==> src/sv/assert_macros.svh <==
// ----------------------------------------------------------------------------
// Assertion macros
// Shared concurrent assertion wrappers for the RTL.
// ----------------------------------------------------------------------------
`ifndef ASSERT_MACROS_SVH
`define ASSERT_MACROS_SVH

// Clocked check, muted while reset is asserted.
`define ASSERT_CLK(name, clk, rst_n, prop, msg) \
	name: assert property (@(posedge clk) disable iff (!rst_n) (prop)) else $error(msg);

// Clocked check that also holds during reset.
`define ASSERT_ALWAYS(name, clk, prop, msg) \
	name: assert property (@(posedge clk) (prop)) else $error(msg);

`endif

==> src/sv/hsvrgb_pkg.sv <==
// ----------------------------------------------------------------------------
// hsvrgb_pkg
// Types and constants shared by the HSV to RGB converter.
// ----------------------------------------------------------------------------
package hsvrgb_pkg;

	localparam int unsigned HueW    = 9;
	localparam int unsigned ChanW   = 8;
	localparam int unsigned RemW    = 6;
	localparam int unsigned TermW   = 14;  // holds 255*60
	localparam int unsigned ProdW   = 22;  // holds 255*15300
	localparam int unsigned RecipW  = 21;

	localparam logic [HueW-1:0]  HueMax    = 9'd360;
	localparam logic [RemW-1:0]  SectorDeg = 6'd60;
	localparam logic [TermW-1:0] Denom     = 14'd15300;  // 255*60

	// floor(x/15300) = floor((x>>2)/3825) = ((x>>2) * Recip3825) >> RecipShift,
	// exact for x up to 255*15300
	localparam logic [RecipW-1:0] Recip3825  = 21'd1122868;
	localparam int unsigned       RecipShift = 32;

	typedef enum logic [2:0] {
		SEC_0,
		SEC_1,
		SEC_2,
		SEC_3,
		SEC_4,
		SEC_5
	} sector_t;

	typedef struct packed {
		sector_t            sector;
		logic [RemW-1:0]    rem;
		logic               black;  // hue above 360
	} hue_dec_t;

endpackage

==> src/sv/hsvrgb_sector.sv <==
// ----------------------------------------------------------------------------
// hsvrgb_sector
// Splits a hue in degrees into a 60 degree sector and the remainder.
// ----------------------------------------------------------------------------
module hsvrgb_sector (
	input  logic [hsvrgb_pkg::HueW-1:0] hue_deg,
	output hsvrgb_pkg::hue_dec_t        dec
);

	always_comb begin
		dec.black  = 1'b0;
		dec.sector = hsvrgb_pkg::SEC_0;
		dec.rem    = '0;
		if (hue_deg > hsvrgb_pkg::HueMax) begin
			dec.black = 1'b1;
		end else if (hue_deg == hsvrgb_pkg::HueMax) begin
			dec.sector = hsvrgb_pkg::SEC_0;  // full circle wraps
		end else if (hue_deg >= 9'd300) begin
			dec.sector = hsvrgb_pkg::SEC_5;
			dec.rem    = 6'(hue_deg - 9'd300);
		end else if (hue_deg >= 9'd240) begin
			dec.sector = hsvrgb_pkg::SEC_4;
			dec.rem    = 6'(hue_deg - 9'd240);
		end else if (hue_deg >= 9'd180) begin
			dec.sector = hsvrgb_pkg::SEC_3;
			dec.rem    = 6'(hue_deg - 9'd180);
		end else if (hue_deg >= 9'd120) begin
			dec.sector = hsvrgb_pkg::SEC_2;
			dec.rem    = 6'(hue_deg - 9'd120);
		end else if (hue_deg >= 9'd60) begin
			dec.sector = hsvrgb_pkg::SEC_1;
			dec.rem    = 6'(hue_deg - 9'd60);
		end else begin
			dec.sector = hsvrgb_pkg::SEC_0;
			dec.rem    = 6'(hue_deg);
		end
	end

endmodule

==> src/sv/hsv_to_rgb_core.sv <==
// ----------------------------------------------------------------------------
// hsv_to_rgb_core
// Six-sector HSV to 8-bit RGB converter, five-stage pipeline.
// ----------------------------------------------------------------------------
// Usage:
//   Input word: hue_deg (0..360 degrees), saturation and brightness (255 = 1.0).
//   Output word: red_out, green_out, blue_out, truncated toward zero.
//   Both channels use valid/stall; a word moves when valid is high and stall
//   is low at a rising clk edge.
//   Zero saturation gives grey (all channels = brightness) for any hue.
//   Hue 360 is sector 0; hue above 360 with nonzero saturation gives black.
// An accepted word passes through the registers of s1 to s5 in order to the output.
// Throughput: one word per clock while out_stall is low. Every stage holds a valid bit and loads
//   when it is empty or the stage after it moves, so bubbles are squeezed
//   out and in_stall only rises once all five stages hold words.
// Stages: s1 sector decode, s2 S*rem and S*(60-rem), s3 V products,
//   s4 divide by 255 (add/shift) and by 15300 (reciprocal multiply),
//   s5 sector select into the output register.
// Reset: arst_n clears all valid bits; no word is in flight afterwards.
// Receiver stall: out words hold steady; upstream stages keep filling.
// ----------------------------------------------------------------------------
`include "assert_macros.svh"

module hsv_to_rgb_core (
	input  logic                         clk,
	input  logic                         arst_n,
	input  logic                         in_valid,
	output logic                         in_stall,
	input  logic [hsvrgb_pkg::HueW-1:0]  hue_deg,
	input  logic [hsvrgb_pkg::ChanW-1:0] saturation,
	input  logic [hsvrgb_pkg::ChanW-1:0] brightness,
	output logic                         out_valid,
	input  logic                         out_stall,
	output logic [hsvrgb_pkg::ChanW-1:0] red_out,
	output logic [hsvrgb_pkg::ChanW-1:0] green_out,
	output logic [hsvrgb_pkg::ChanW-1:0] blue_out
);

	localparam int unsigned CW = hsvrgb_pkg::ChanW;
	localparam int unsigned TW = hsvrgb_pkg::TermW;
	localparam int unsigned PW = hsvrgb_pkg::ProdW;
	localparam int unsigned QW = PW - 2 + hsvrgb_pkg::RecipW;

	// Stage enables: a stage loads when empty or when its contents move on
	logic en_s1, en_s2, en_s3, en_s4, en_s5;
	logic vld_s1, vld_s2, vld_s3, vld_s4, vld_s5;

	assign en_s5    = !vld_s5 || !out_stall;
	assign en_s4    = !vld_s4 || en_s5;
	assign en_s3    = !vld_s3 || en_s4;
	assign en_s2    = !vld_s2 || en_s3;
	assign en_s1    = !vld_s1 || en_s2;
	assign in_stall = !en_s1;

	always_ff @(posedge clk or negedge arst_n) begin
		if (!arst_n) begin
			vld_s1 <= 1'b0;
			vld_s2 <= 1'b0;
			vld_s3 <= 1'b0;
			vld_s4 <= 1'b0;
			vld_s5 <= 1'b0;
		end else begin
			if (en_s1) vld_s1 <= in_valid;
			if (en_s2) vld_s2 <= vld_s1;
			if (en_s3) vld_s3 <= vld_s2;
			if (en_s4) vld_s4 <= vld_s3;
			if (en_s5) vld_s5 <= vld_s4;
		end
	end

	// ---------------- s1: sector decode ----------------
	hsvrgb_pkg::hue_dec_t dec;

	hsvrgb_sector u_sector (
		.hue_deg (hue_deg),
		.dec     (dec)
	);

	hsvrgb_pkg::hue_dec_t dec_s1;
	logic [CW-1:0]        sat_s1, val_s1;
	logic                 grey_s1;

	always_ff @(posedge clk) begin
		if (en_s1 && in_valid) begin
			dec_s1  <= dec;
			sat_s1  <= saturation;
			val_s1  <= brightness;
			grey_s1 <= (saturation == '0);
		end
	end

	// ---------------- s2: numerators of P, Q, T ----------------
	logic [TW-1:0] s_rem, s_comp;

	assign s_rem  = TW'(sat_s1 * dec_s1.rem);
	assign s_comp = TW'(sat_s1 * (hsvrgb_pkg::SectorDeg - dec_s1.rem));

	logic [CW-1:0]       np_s2, val_s2;
	logic [TW-1:0]       nq_s2, nt_s2;
	hsvrgb_pkg::sector_t sec_s2;
	logic                grey_s2, black_s2;

	always_ff @(posedge clk) begin
		if (en_s2 && vld_s1) begin
			np_s2    <= ~sat_s1;  // 255 - S
			nq_s2    <= hsvrgb_pkg::Denom - s_rem;
			nt_s2    <= hsvrgb_pkg::Denom - s_comp;
			val_s2   <= val_s1;
			sec_s2   <= dec_s1.sector;
			grey_s2  <= grey_s1;
			black_s2 <= dec_s1.black;
		end
	end

	// ---------------- s3: scale by V ----------------
	logic [2*CW-1:0]     pp_s3;
	logic [PW-1:0]       pq_s3, pt_s3;
	logic [CW-1:0]       val_s3;
	hsvrgb_pkg::sector_t sec_s3;
	logic                grey_s3, black_s3;

	always_ff @(posedge clk) begin
		if (en_s3 && vld_s2) begin
			pp_s3    <= val_s2 * np_s2;
			pq_s3    <= PW'(val_s2 * nq_s2);
			pt_s3    <= PW'(val_s2 * nt_s2);
			val_s3   <= val_s2;
			sec_s3   <= sec_s2;
			grey_s3  <= grey_s2;
			black_s3 <= black_s2;
		end
	end

	// ---------------- s4: constant divides ----------------
	// x/255 = (x + 1 + (x >> 8)) >> 8, exact below 65535
	logic [2*CW:0] p_sum;
	logic [QW-1:0] q_mul, t_mul;

	assign p_sum = {1'b0, pp_s3} + (2*CW+1)'(1) + (2*CW+1)'(pp_s3[2*CW-1:CW]);
	assign q_mul = pq_s3[PW-1:2] * hsvrgb_pkg::Recip3825;
	assign t_mul = pt_s3[PW-1:2] * hsvrgb_pkg::Recip3825;

	logic [CW-1:0]       p_s4, q_s4, t_s4, val_s4;
	hsvrgb_pkg::sector_t sec_s4;
	logic                grey_s4, black_s4;

	always_ff @(posedge clk) begin
		if (en_s4 && vld_s3) begin
			p_s4     <= p_sum[2*CW-1:CW];
			q_s4     <= q_mul[hsvrgb_pkg::RecipShift +: CW];
			t_s4     <= t_mul[hsvrgb_pkg::RecipShift +: CW];
			val_s4   <= val_s3;
			sec_s4   <= sec_s3;
			grey_s4  <= grey_s3;
			black_s4 <= black_s3;
		end
	end

	// ---------------- s5: sector select, output register ----------------
	logic [CW-1:0] r_nxt, g_nxt, b_nxt;

	always_comb begin
		r_nxt = val_s4;
		g_nxt = t_s4;
		b_nxt = p_s4;
		if (grey_s4) begin
			r_nxt = val_s4;
			g_nxt = val_s4;
			b_nxt = val_s4;
		end else if (black_s4) begin
			r_nxt = '0;
			g_nxt = '0;
			b_nxt = '0;
		end else begin
			case (sec_s4)
				hsvrgb_pkg::SEC_1: begin
					r_nxt = q_s4;   g_nxt = val_s4; b_nxt = p_s4;
				end
				hsvrgb_pkg::SEC_2: begin
					r_nxt = p_s4;   g_nxt = val_s4; b_nxt = t_s4;
				end
				hsvrgb_pkg::SEC_3: begin
					r_nxt = p_s4;   g_nxt = q_s4;   b_nxt = val_s4;
				end
				hsvrgb_pkg::SEC_4: begin
					r_nxt = t_s4;   g_nxt = p_s4;   b_nxt = val_s4;
				end
				hsvrgb_pkg::SEC_5: begin
					r_nxt = val_s4; g_nxt = p_s4;   b_nxt = q_s4;
				end
				default: begin
					r_nxt = val_s4; g_nxt = t_s4;   b_nxt = p_s4;
				end
			endcase
		end
	end

	logic [CW-1:0] red_s5, green_s5, blue_s5;

	always_ff @(posedge clk) begin
		if (en_s5 && vld_s4) begin
			red_s5   <= r_nxt;
			green_s5 <= g_nxt;
			blue_s5  <= b_nxt;
		end
	end

	assign out_valid = vld_s5;
	assign red_out   = red_s5;
	assign green_out = green_s5;
	assign blue_out  = blue_s5;

	// ---------------- checks ----------------
	`ASSERT_ALWAYS(a_rst_empty, clk, !arst_n |-> !vld_s1 && !vld_s5, "pipe not empty in reset")
	`ASSERT_CLK(a_s1_hold, clk, arst_n, vld_s1 && !en_s2 |=> vld_s1 && $stable(val_s1) && $stable(sat_s1), "stage 1 lost word while blocked")
	`ASSERT_CLK(a_grey, clk, arst_n, vld_s4 && grey_s4 && en_s5 |=> red_out == green_out && green_out == blue_out, "grey word not grey")
	`ASSERT_CLK(a_black, clk, arst_n, vld_s4 && black_s4 && !grey_s4 && en_s5 |=> red_out == '0 && green_out == '0 && blue_out == '0, "out of range hue not black")

endmodule

==> config.mk <==
export PLATFORM = sky130hd
export DESIGN_NAME = hsv_to_rgb_core
export DESIGN_NICKNAME = d
export VERILOG_FILES = /design/src/sv/hsvrgb_pkg.sv /design/src/sv/hsvrgb_sector.sv /design/src/sv/hsv_to_rgb_core.sv
export VERILOG_INCLUDE_DIRS = /design/src /design/src/sv
export SDC_FILE = /design/constraint.sdc
export NUM_CORES = 2
export LEC_CHECK = 0
export ABC_AREA = 1
export BUFFER_PORTS_ARGS = -buffer_cell sky130_fd_sc_hd__buf_2
export CAP_MARGIN = 30
export CELL_PAD_IN_SITES_DETAIL_PLACEMENT = 1
export CELL_PAD_IN_SITES_GLOBAL_PLACEMENT = 1
export CORE_MARGIN = 5
export CORE_UTILIZATION = 50
export DETAILED_ROUTE_END_ITERATION = 8
export GPL_TIMING_DRIVEN = 0
export PLACE_DENSITY_LB_ADDON = 0.15
export SETUP_SLACK_MARGIN = 0.2
export SLEW_MARGIN = 20
export SYNTH_ARGS = -nofsm -noshare
export SYNTH_HDL_FRONTEND = slang
export SYNTH_SLANG_ARGS = --single-unit
==> constraint.sdc <==
create_clock -name clk -period 5.5 [get_ports clk]
set_clock_uncertainty 0.05 [all_clocks]
set_input_delay 0.275 -clock clk [delete_from_list [all_inputs] [get_ports clk]]
set_output_delay 0.275 -clock clk [all_outputs]
set_load 0.01 [all_outputs]
Word-level counts from Yosys, hierarchy flattened
Cells that the tools add are included.

Word-level logic and storage cells: 105. Flip-flop bits (word level): 215. Output and inout port bits: 26.

Reductions and logical operators: 24. Add/sub/neg operators: 10. Eq/ne operators: 6. Multiply operators: 7. Mux-type cells: 15. Order comparisons: 6. Bitwise gates (word level): 1.

Operators by type and width (number): $mul 20x19->38 const B (2); $pmux 8 s3 (3); $mux 8 (7); $mul 8x14->22 (2); $sub 6x6->6 const B (5); $sub 14x14->14 const A (2); $mux 9 (3); $ge 9x8->1 const B (2); $add 16x1->16 const B (1); $add 16x8->16 (1); $mul 8x8->16 (1); $mul 8x6->14 (1); $mul 9x7->14 (1); $reduce_or 2->1 (5); $eq 9x9->1 const B (1); $ge 9x6->1 const B (1); $ge 9x7->1 const B (1); $ge 9x9->1 const B (1); $gt 9x9->1 const B (1); $logic_not 8->1 (1); $not 8->8 (1); $logic_not 1->1 (7); $mux 7 (1); $sub 6x6->7 const A (1); 7 further kinds (17).

Depth between registers and ports, before layout
Depth in word-level cells: 7. Depth in mapped cells: 24. Mapped depth without buffers: 23.

By module
A second synthesis with hierarchy kept.

Cell total of the unflattened synthesis: 3772. Area total of the unflattened synthesis: 31871.8 um^2.

Modules (own cells, without submodules): hsv_to_rgb_core (instances 1, area an instance 31219.9 um^2, cells an instance 3656); hsvrgb_sector (instances 1, area an instance 651.9 um^2, cells an instance 116).

Least setup slack after synthesis
Ideal clock, no wire load.

Kind: register to register. Start: register dec_s1[1] (netlist bit). End: register nt_s2[11], data pin. Period minus slack after synthesis: 4.708 ns. Slack: 0.792 ns. Buffers on the path: 2. Cell stages (with the launch flop): 20. Arrival: 4.396 ns. Data required time: 5.188 ns. Library setup time: 0.262 ns. Cell sequence: edfxtp_1 > buf_2 > inv_1 > ha_1 > buf_1 > nand2_1 > fa_1 > inv_1 > fa_1 > inv_1 > fa_1 > inv_1 > fa_1 > inv_1 > ha_1 > a21oi_1 > nor2_1 > nor4_1 > o21bai_1 > xor2_1.

Cells in the longest elaborated chain, start to end: 3.

RTL lines: start, declared (RTL line hsv_to_rgb_core.sv:79) `hsvrgb_pkg::hue_dec_t dec_s1;`; start signal, assigned (RTL line hsv_to_rgb_core.sv:85) `dec_s1 <= dec;`; $sub 6x6->7 (RTL line hsv_to_rgb_core.sv:96) `assign s_comp = TW'(sat_s1 * (hsvrgb_pkg::SectorDeg - dec_s1.rem));`; $mul 9x7->14 (RTL line hsv_to_rgb_core.sv:96); $sub 14x14->14 (RTL line hsv_to_rgb_core.sv:107) `nt_s2 <= hsvrgb_pkg::Denom - s_comp;`; end signal, assigned (RTL line hsv_to_rgb_core.sv:107); end, declared (RTL line hsv_to_rgb_core.sv:99) `logic [TW-1:0] nq_s2, nt_s2;`.

No other way between the ends. A chain may end at the register's enable or synchronous reset.

Worst setup path in the final report
Start: register val_s2[7]. End: register pq_s3[19], data pin.

Cells in the longest elaborated chain, start to end: 1.

RTL lines: start, declared (RTL line hsv_to_rgb_core.sv:98) `logic [CW-1:0] np_s2, val_s2;`; start signal, assigned (RTL line hsv_to_rgb_core.sv:108) `val_s2 <= val_s1;`; $mul 8x14->22 (RTL line hsv_to_rgb_core.sv:125) `pq_s3 <= PW'(val_s2 * nq_s2);`; end signal, assigned (RTL line hsv_to_rgb_core.sv:125); end, declared (RTL line hsv_to_rgb_core.sv:117) `logic [PW-1:0] pq_s3, pt_s3;`.

No other way between the ends.

==> metrics list <==
* Average footprint of a synthesized cell: 8.43 µm²
- Initial core utilization: 0.505
* DR WL/cell: 18.2 µm
- Broken down by cell family, the worst path's largest delay share belongs to adder cells.
- In this run the number of H-tree levels came out at 1.
- The net count of the finished layout is 4,845.
- STA puts the critical path data required time at 5.75 ns.
- The Yosys step of the flow raised 0 warnings.
- The number of buffers and inverters on the critical path is 5.
- The first global-routing pass estimated 143,000 µm of wire.
* Inserted Clock Buffers: 28
- Compared with the post-synthesis result, the final layout area differs by 9.26%.
- For the worst setup path, the data arrival time is 5.39 ns.
* Slew HR: 0.432
- Kind of launch point of the worst setup path: flip-flop
- Number of remaining DRC errors: 0
- Clock root buffer: clkbuf_16
- Entering global routing, the biggest net connects 38 pins.
- Pin placement for this block handled 55 I/O pins.
* Final Hold Slack: 0.161 ns
- Horizontal die dimension: 263 µm
- Crit path cell chain: clkbuf_2 -> clkbuf_2 -> nand2_1 -> inv_1 -> fa_1 -> fa_1 -> fa_1 -> inv_1 -> fa_1 -> inv_1 -> ha_1 -> a21oi_1 -> o21ai_0 -> a221oi_1 -> nand2_1 -> nand2_1 -> nand2_1
- Global routing finished with a remaining overflow of 0.
- The clock net in this run drives a total of 210 sinks.
- The number of antenna violations at the first check in global routing was 0.
- Dividing the final minimum period by the clock period gives 0.934.
- Flip-flop cell with the highest count after synthesis: edfxtp_1
- Setup violations remaining at the end of the flow were counted as 0.
* Via count of the first global-routing pass: 27,500
* Setup crit end kind: flip-flop
* CTS tree: done
- The final hold violation count was 0.
- Yosys mapped a number of flops with a built-in enable equal to 205.
- Total of flip-flops plus latches after synthesis: 210
* Design area: 34,900 µm²
- Max stage delay on crit path: 0.55 ns
* Number of max-slew violations in the final report: 0
* Crit path kind: flip-flop to flip-flop
- Y dimension of the die: 263 µm
* Most common library cell in the layout ignoring fill and taps: inv_1
* Initial detailed-routing violation count: 1,129
* Max clock buf depth: 3
* CTS clk-pin slew, worst paths: 0.06 ns
* Clock latency on the worst-skew pair: 0.58 ns
- Aggregate negative setup slack: 0 ns
- Actual transition at the worst max-transition pin: 0.850 ns
- After detailed placement, the total cell area comes to 33,400 µm².
* Quantity of I/O buffers inserted on ports: 53
* Slowest stage cell, crit path: fa_1
- Detailed-route via count: 24,800
- Timing-limited maximum frequency: 195 MHz
- Number of antenna repair diodes: 0
- Once detail routing completed, the nets flagged for antenna violations numbered 0.
- After synthesis, the share of flip-flops with an asynchronous set or reset is 0.0238.
- Post-synthesis cell type count: 50
- The congestion estimate from routability-driven global placement came to 0.915.
* Synth Instances: 3,789
* Combined area of the multi-input logic cells: 21,600 µm²
- The worst path needs 5.14 ns of the cycle, external delays included.
- Area of the die: 69,000 µm²
* Count of max-cap constraint violations: 0
* Layout cells sized above 1: 0.0557
- # fillers: 7,653
* Standard cell core area: 63,200 µm²
* Seq/Total Area, Yosys: 0.197
- Once layout is complete, the cells apart from fillers number 4,781.
- Placed cell count: 4,693
- The number of nets handed over by synthesis was 4,721.
- Drt total wl: 87,000 µm
- RSZ-0062 raised after global routing: true
* 1st-pass router iterations: 5
- Synthesized area: 31,900 µm²
- Overall routing resource usage: 0.253
- Detailed-route vias per instance: 5.19
- Summed over all nets, the half-perimeter wirelength after detailed placement is 72,800 µm.
- After floorplanning, the core was divided into 92 placement rows.
- Of all nets on the critical path, the largest fanout is 10.
* Worst hold path type: input pin to flip-flop
* Most used cells in the layout excluding fill and tap cells: inv_1, nand2_1, ha_1
- Summing all flip-flop and latch instances after layout gives 6280 µm².
* Run status: completed
-- metrics by stage --
stage | worst slack (ns) | utilization
2_1_floorplan | 0.792 | -
3_3_place_gp | -0.254 | 0.526
3_5_place_dp | -0.382 | 0.529
4_1_cts | 0.213 | 0.549
5_1_grt | 0.158 | 0.552
6_report | 0.365 | 0.552
-- layout make-up --
| class | instances | area share |
|---|---|---|
| Buffer | 89 | 0.0127 |
| Tap cell | 846 | 0.0303 |
| Clock inverter | 12 | 0.00548 |
| Sequential cell | 210 | 0.180 |
| Multi-Input combinational cell | 2475 | 0.618 |
| Timing Repair Buffer | 94 | 0.0201 |
| Clock buffer | 40 | 0.0243 |
| Inverter | 1015 | 0.109 |
-- synthesized netlist by cell type, types with 5 or more instances --
library cell	number	area share
a211oi_1	6	0.0014
nor2_1	179	0.021
o21bai_1	20	0.0047
a21o_1	23	0.0054
xor2_1	53	0.015
nor4_1	6	0.0012
inv_1	1010	0.12
a21boi_0	7	0.0016
nor3_1	25	0.0039
edfxtp_1	205	0.19
a21oi_1	156	0.024
fa_1	373	0.23
nand4_1	19	0.0037
o21ai_0	62	0.0097
ha_1	530	0.21
nand2_1	798	0.094
buf_2	7	0.0011
nand3_1	106	0.017
xnor2_1	28	0.0077
a22oi_1	7	0.0016
o31ai_1	9	0.0021
clkbuf_2	18	0.0028
buf_1	6	0.00070
a31oi_1	7	0.0014
o211ai_1	19	0.0045
dfrtp_1	5	0.0039
clkbuf_1	56	0.0066
-- sequential cells by signal (all words and copies together) (netlist names), 8 cells and up --
name / count
sat_s1: 8
p_s4: 8
green_out: 8
red_out: 8
val_s1: 8
nt_s2: 13
np_s2: 8
q_s4: 8
pp_s3: 16
val_s3: 8
val_s4: 8
dec_s1: 10
t_s4: 8
blue_out: 8
nq_s2: 14
pt_s3: 20
pq_s3: 20
val_s2: 8
-- final timing paths --
kind / start / end / slack (ns) / depth (start not counted)
min in group asynchronous: arst_n / out_valid$_DFFE_PN0P_ / 0.54 / 3
setup reg to reg: val_s2[7]$_DFFE_PP_ / pq_s3[19]$_DFFE_PP_ / 0.36 / 17
hold / removal: hue_deg[8] / dec_s1[0]$_DFFE_PP_ / 0.16 / 3
hold reg to reg: black_s3$_DFFE_PP_ / black_s4$_DFFE_PP_ / 0.37 / 0
setup / recovery: val_s2[7]$_DFFE_PP_ / pq_s3[19]$_DFFE_PP_ / 0.36 / 17
max in group asynchronous: arst_n / vld_s1$_DFFE_PN0N_ / 4.02 / 4
-- kinds of logic (layout without fill, tap and decap cells) --
kind of cell | count (synthesis) | after routing | share of synthesized area
buf+inv | 1104 | 1250 | 0.131
flops | 210 | 210 | 0.197
compound gates | 335 | 335 | 0.0621
simple gates | 1155 | 1155 | 0.146
xor+xnor | 82 | 82 | 0.0227
fa+ha+maj | 903 | 903 | 0.441
-- worst reg2reg max path: stages, from the launching register on --
cell      delay [ns]
edfxtp_1        0.43
clkbuf_2        0.26
clkbuf_2        0.34
nand2_1         0.13
inv_1           0.06
fa_1            0.50
fa_1            0.54
fa_1            0.55
inv_1           0.05
fa_1            0.53
inv_1           0.04
ha_1            0.35
a21oi_1         0.25
o21ai_0         0.21
a221oi_1        0.42
nand2_1         0.10
nand2_1         0.07
nand2_1         0.04
-- layer usage --
metal | global-route usage | routed length (µm) | vias to the layer above
li1 | - | - | 11900
met1 | 0.325 | 37500 | 12400
met2 | 0.454 | 43700 | 375
met3 | 0.0210 | 2500 | 140
met4 | 0.0847 | 3340 | 0
met5 | 0 | 0 | -
-- timing repair --
action	in CTS	in global routing
resized for setup	30	42
hold endpoints to repair	25	0
hold buffers	23	0
setup endpoints to repair	27	20
setup buffers	0	13
pin swaps	0	2
gates cloned	0	0
Power is left out: the tool's default activity adds up to more than one toggle a clock period on the data nets, which glitch-free logic cannot reach.
